### src/hdl/pqd_pkg.sv
// ----------------------------------------------------------------------------
// Palette quantizer package
// Shared constants, types and arithmetic helpers of the palette quantizer.
// ----------------------------------------------------------------------------
package pqd_pkg;

    localparam int PALETTE_DEPTH_DEF = 64;
    localparam int MAX_WIDTH_DEF     = 1024;
    localparam int MAX_HEIGHT        = 1024;
    localparam int ROW_W             = 10;
    localparam int HGT_W             = 11;
    localparam int DIST_W            = 24;

    localparam logic [20:0] COUNT_MAX = 21'h1FFFFF;

    localparam logic [7:0] SCALE_NORMAL = 8'd220;
    localparam logic [7:0] SCALE_DARK   = 8'd180;

    localparam logic [1:0] OP_LOAD  = 2'd0;
    localparam logic [1:0] OP_PIXEL = 2'd1;
    localparam logic [1:0] OP_READ  = 2'd2;

    localparam logic KIND_PIXEL = 1'b0;
    localparam logic KIND_COUNT = 1'b1;

    localparam logic [1:0] SHADE_DARK   = 2'd0;
    localparam logic [1:0] SHADE_NORMAL = 2'd1;
    localparam logic [1:0] SHADE_LIGHT  = 2'd2;

    localparam logic [1:0] SMODE_NORMAL = 2'd0;
    localparam logic [1:0] SMODE_TWO    = 2'd1;

    localparam logic [2:0] CFG_SHADE_MODE    = 3'd0;
    localparam logic [2:0] CFG_DITHER_ENABLE = 3'd1;
    localparam logic [2:0] CFG_IMAGE_WIDTH   = 3'd2;
    localparam logic [2:0] CFG_IMAGE_HEIGHT  = 3'd3;
    localparam logic [2:0] CFG_PALETTE_COUNT = 3'd4;

    typedef logic [2:0][11:0]       chan12_t;
    typedef logic [2:0][7:0]        rgb_t;
    typedef logic [DIST_W-1:0]      dist_t;

    typedef struct packed {
        logic             valid;
        dist_t [2:0]      d;
    } dist_res_t;

    typedef enum logic [3:0] {
        S_CLEAR,
        S_IDLE,
        S_COUNT,
        S_PXL,
        S_SCAN,
        S_FETCH,
        S_UPD,
        S_DIFF,
        S_DRD,
        S_DWR,
        S_EMIT
    } state_t;

    function automatic logic signed [11:0] sat12(input logic signed [13:0] v);
        logic signed [11:0] r;
        if (v > 14'sd2047)
        begin
            r = 12'sd2047;
        end
        else if (v < -14'sd2048)
        begin
            r = -12'sd2048;
        end
        else
        begin
            r = v[11:0];
        end
        return r;
    endfunction

    // Exact floor(b * k / 255) for 8-bit operands.
    function automatic logic [7:0] scale255(input logic [7:0] b, input logic [7:0] k);
        logic [15:0] x;
        logic [16:0] q;
        x = 16'(b) * 16'(k);
        q = (17'(x) + 17'(x[15:8]) + 17'd1) >> 8;
        return q[7:0];
    endfunction

endpackage

### src/hdl/pqd_dist.sv
// ----------------------------------------------------------------------------
// Palette quantizer distance pipeline
// Two-stage pipeline giving the squared distance of a pixel to the three
// shades of one palette entry, in the order normal, light, dark.
// ----------------------------------------------------------------------------
module pqd_dist
(
    input  logic               clk,
    input  logic               rst_n,
    input  logic               in_valid,
    input  pqd_pkg::chan12_t   px,
    input  pqd_pkg::rgb_t      base,
    output pqd_pkg::dist_res_t res
);
    import pqd_pkg::*;

    logic                     va_reg;
    logic                     vb_reg;
    logic signed [12:0]       diff_reg [3][3];
    logic signed [12:0]       diff_next [3][3];
    dist_t                    sum_reg [3];
    dist_t                    sum_next [3];

    always_comb
    begin
        logic [7:0] sv;
        for (int s = 0; s < 3; s++)
        begin
            for (int c = 0; c < 3; c++)
            begin
                case (s)
                    0:       sv = scale255(base[c], SCALE_NORMAL);
                    1:       sv = base[c];
                    default: sv = scale255(base[c], SCALE_DARK);
                endcase
                diff_next[s][c] = $signed({px[c][11], px[c]}) - $signed({5'b0, sv});
            end
        end
    end

    always_comb
    begin
        logic signed [25:0] sq;
        for (int s = 0; s < 3; s++)
        begin
            sum_next[s] = '0;
            for (int c = 0; c < 3; c++)
            begin
                sq = diff_reg[s][c] * diff_reg[s][c];
                sum_next[s] = sum_next[s] + DIST_W'(sq[22:0]);
            end
        end
    end

    always_ff @(posedge clk or negedge rst_n)
    begin
        if (!rst_n)
        begin
            va_reg <= 1'b0;
            vb_reg <= 1'b0;
        end
        else
        begin
            va_reg <= in_valid;
            vb_reg <= va_reg;
        end
    end

    always_ff @(posedge clk)
    begin
        diff_reg <= diff_next;
        sum_reg  <= sum_next;
    end

    assign res.valid = vb_reg;
    assign res.d[0]  = sum_reg[0];
    assign res.d[1]  = sum_reg[1];
    assign res.d[2]  = sum_reg[2];

endmodule

### config.mk
export PLATFORM = sky130hd
export DESIGN_NAME = pqd_dist
export DESIGN_NICKNAME = d
export VERILOG_FILES = /design/src/hdl/pqd_pkg.sv /design/src/hdl/pqd_dist.sv
export SDC_FILE = /design/constraint.sdc
export NUM_CORES = 2
export LEC_CHECK = 0
export ABC_AREA = 1
export BUFFER_PORTS_ARGS = -buffer_cell sky130_fd_sc_hd__buf_2
export CAP_MARGIN = 10
export CORE_ASPECT_RATIO = 0.5
export CORE_UTILIZATION = 35
export CTS_CLUSTER_SIZE = 14
export DETAILED_ROUTE_END_ITERATION = 7
export PLACE_DENSITY = 0.55
export SYNTH_ARGS = -nofsm -noshare
export SYNTH_HDL_FRONTEND = slang
export SYNTH_SLANG_ARGS = --single-unit
### constraint.sdc
create_clock -name clk -period 19.7 [get_ports clk]
set_input_delay 0.985 -clock clk [delete_from_list [all_inputs] [get_ports clk]]
set_output_delay 0.985 -clock clk [all_outputs]
set_load 0.01 [all_outputs]
==> results summary <==
The flow ran to the end, and the final reports show no timing, DRC or antenna violations. The total congestion overflow after global routing is 0. The initial antenna violation count came to 14. Hold repair after CTS inserted 0 buffers. The max-slew headroom at the worst pin is 31.6%. The number of global-route vias before repair came out at 52777. The count of different cell masters after synthesis came out at 45. The DRC violation count after routing came out at 0.

The largest net degree at the start of global routing is 20. The arrival time of the worst setup path came out at 8.39 ns. In this run the critical register-to-register path is launched from diff_reg[116]. The buffer depth of the longest clock path is 2. The share of cells above drive strength 1 is 2.74%. The count of buffers added on input and output ports is 135.

In this run the clock root is driven by a sky130_fd_sc_hd__clkbuf_16. The leading cell type by number of instances after synthesis is sky130_fd_sc_hd__inv_1. The global-route wire length before repair is 277000 microns. The critical path's largest stage delay is 0.86 ns. The number of synthesized register bits came out at 191. For this run, the leading register cell type out of synthesis is sky130_fd_sc_hd__dfxtp_1. The worst setup path is captured at a flop. The number of flip-flops under the largest register name came out at 117. The TritonCTS clock tree is yes. Compared with the post-synthesis result, the final layout area differs by 5.94%. The worst setup path is launched from a flop. The residual antenna-violating net count after detailed routing came out at 0. The worst slack at placement came out at 11.84 ns. The slew of the pin with the lowest slew margin is 1.02 ns. The total CTS buffers came out at 17. The die boundary width is 627 microns. The maximum clock skew at final layout came out at 0.0251 ns. Setup slack on the worst reg-to-reg path comes out at 11.80 ns.

The slowest stage of the critical path belongs to the cell sky130_fd_sc_hd__dfxtp_1. The max-cap violation count came out at 0. The y dimension of the die came out at 315 microns. The quantity of gates resized following cts is 0. Setup violations remaining at the end of the flow were counted as 0.

The minimum setup slack in the final design is 11.80 ns. Synthesis handed over a netlist of 8550 instances. The effective utilization at floorplan came out at 35.3%. The synthesized area per cell is 8.01 sq um. The shortest period the worst path allows came out at 7.90 ns. The average wire per cell in the routed design came out at 15.0 microns. The most area-hungry cell type in the Yosys netlist is sky130_fd_sc_hd__fa_1. By startpoint and endpoint, the worst setup path is classified as reg2reg. The highest attainable clock frequency is 127 MHz. The detailed router placed 51676 vias in this run. The final-stage net count came out at 10827. The worst hold path belongs to the class in2async.

The routability congestion estimate from global placement is 0.906. The number of core rows came out at 114. Counting cells, the worst reg-to-reg path comes to 28. After detailed routing, the total wire length is 168000 microns. Pin placement for this block handled 136 I/O pins. The final-layout worst hold slack came out at 0.183 ns. The part of the Yosys area used for sequential elements came out at 5.60%. The buffers inserted during post-CTS setup optimization came out at 0. Global routing consumed, over all layers together, 17.6% of the routing resources. The summed negative setup slack over all endpoints came out at 0 ns. The number of enable flip-flop cells after synthesis is 0. The number of DRC violations after detailed-routing iteration 0 is 2685. In this run the worst path has a maximum fanout of 18.

The required arrival time at the worst endpoint came out at 20.20 ns. The count of TritonRoute iterations in the first routing pass came out at 7. The number of H-tree levels is 4.

The total clock sinks came out at 191. The worst register-to-register path ends at res[23]. The placed wire-length estimate came out at 148000 microns. The mean number of vias per cell came out at 4.61. The die area came out at 0.197 sq mm. At the later pin of the worst-skew pair, clock insertion delay measures 0.57 ns. The max-slew violation count came out at 0. The standard cell core area is 0.194 sq mm. Counting instances in the post-synthesis netlist gives the leading cell types as 2352 x sky130_fd_sc_hd__inv_1, 1699 x sky130_fd_sc_hd__nand2_1, 1266 x sky130_fd_sc_hd__fa_1. Measured on the finished design, the core utilization comes to 37.4%. The netlist area before placement is 0.0685 sq mm. Ranked by total cell area, the synthesized netlist is headed by sky130_fd_sc_hd__fa_1 37%, sky130_fd_sc_hd__ha_1 17%, sky130_fd_sc_hd__inv_1 13%, sky130_fd_sc_hd__nand2_1 9.3%, sky130_fd_sc_hd__dfxtp_1 5.5%. The share of the clock period used by the worst path after layout is 40.1%. Setup repair after global routing left no endpoint under its margin.

The count of final hold-check violations came out at 0. Yosys printed 0 warnings. The clock-pin transition on the worst setup and hold timing paths came out at 0.10 ns. The area share of the leading cell type in the synthesized netlist came out at 37.0%. Of all flip-flops after synthesis, the portion carrying an async set or reset was 1.05%.
## layer usage
| layer | routed length (microns) | track usage [%] |
|---|---|---|
| met5 | 57 | 0 |
| met4 | 3180 | 3.50 |
| met3 | 7430 | 2.30 |
| met2 | 74900 | 28.0 |
| met1 | 82900 | 25.6 |
## cell usage in the layout (no fill, tap or decap), types with 7 or more instances in the layout
| cell | synthesis | layout |
|---|---|---|
| sky130_fd_sc_hd__o21bai_1 | 83 | 83 |
| sky130_fd_sc_hd__inv_1 | 2352 | 2352 |
| sky130_fd_sc_hd__nand4_1 | 67 | 67 |
| sky130_fd_sc_hd__nand3_1 | 253 | 253 |
| sky130_fd_sc_hd__o21ai_0 | 189 | 189 |
| sky130_fd_sc_hd__xor2_1 | 278 | 278 |
| sky130_fd_sc_hd__nand2_1 | 1699 | 1699 |
| sky130_fd_sc_hd__ha_1 | 921 | 921 |
| sky130_fd_sc_hd__o31ai_1 | 14 | 14 |
| sky130_fd_sc_hd__a31o_2 | 13 | 13 |
| sky130_fd_sc_hd__xnor2_1 | 166 | 166 |
| sky130_fd_sc_hd__fa_1 | 1266 | 1266 |
| sky130_fd_sc_hd__o211ai_1 | 7 | 7 |
| sky130_fd_sc_hd__nand3b_1 | 41 | 41 |
| sky130_fd_sc_hd__clkbuf_16 | 0 | 17 |
| sky130_fd_sc_hd__a31oi_1 | 29 | 29 |
| sky130_fd_sc_hd__nor3_1 | 38 | 38 |
| sky130_fd_sc_hd__buf_2 | 7 | 135 |
| sky130_fd_sc_hd__nor4_1 | 22 | 22 |
| sky130_fd_sc_hd__a21boi_0 | 12 | 12 |
| sky130_fd_sc_hd__a21o_1 | 47 | 47 |
| sky130_fd_sc_hd__dfxtp_1 | 189 | 189 |
| sky130_fd_sc_hd__diode_2 | 0 | 9 |
| sky130_fd_sc_hd__a21oi_1 | 319 | 319 |
| sky130_fd_sc_hd__or2_2 | 25 | 25 |
| sky130_fd_sc_hd__nor2_1 | 339 | 339 |
## kinds of logic (layout without fill, tap and decap cells)
kind of cell / Yosys count / in the layout / synth area share [%]
AND/OR/NAND/NOR: 2501 / 2501 / 15.0
buffers and inverters: 2491 / 2528 / 13.7
adder cells (fa/ha/maj): 2187 / 2187 / 53.8
AO/OA/AOI/OAI: 733 / 733 / 6.17
XOR/XNOR: 446 / 446 / 5.73
flip-flops: 191 / 191 / 5.60
other: 1 / 12 / 0.00548
## worst max-delay path, delay by kind of cell (launching register included)
kind | cells | cell delay [ns]
DFF | 1 | 0.86
buffers and inverters | 6 | 0.46
adders and majority gates | 9 | 4.21
and+or+nand+nor | 12 | 2.13
xor gates and xnor gates | 1 | 0.12
## how the worst max path moves through the flow
stage	start	to	slack, ns	cells past startpoint
global route	diff_reg[116]	res[23]	11.17	28
detailed placement	diff_reg[116]	res[23]	11.84	28
global placement	diff_reg[116]	res[23]	11.82	28
CTS	diff_reg[116]	res[23]	11.77	28
floorplan	diff_reg[116]	res[23]	13.00	30
finish	diff_reg[116]	res[23]	11.80	28
## through the flow
step | area (sq um) | std cells
floorplan | 68500 | 8552
global placement | 71900 | 11168
detailed placement | 71900 | 11168
CTS | 72500 | 11199
global route | 72500 | 11200
finish | 72500 | 11208
## layout make-up
cell class / count / area, sq um
Inverter: 2357 / 8850
Sequential cell: 191 / 3830
Tap cell: 2610 / 3270
Timing Repair Buffer: 140 / 713
Fill cell: 20450 / 121000
Clock inverter: 13 / 139
Clock buffer: 18 / 439
Antenna cell: 9 / 22.5
Multi-Input combinational cell: 5870 / 55300
Power is not shown: default switching activity piles up to over one toggle a cycle in this logic, so the estimate is an artifact.
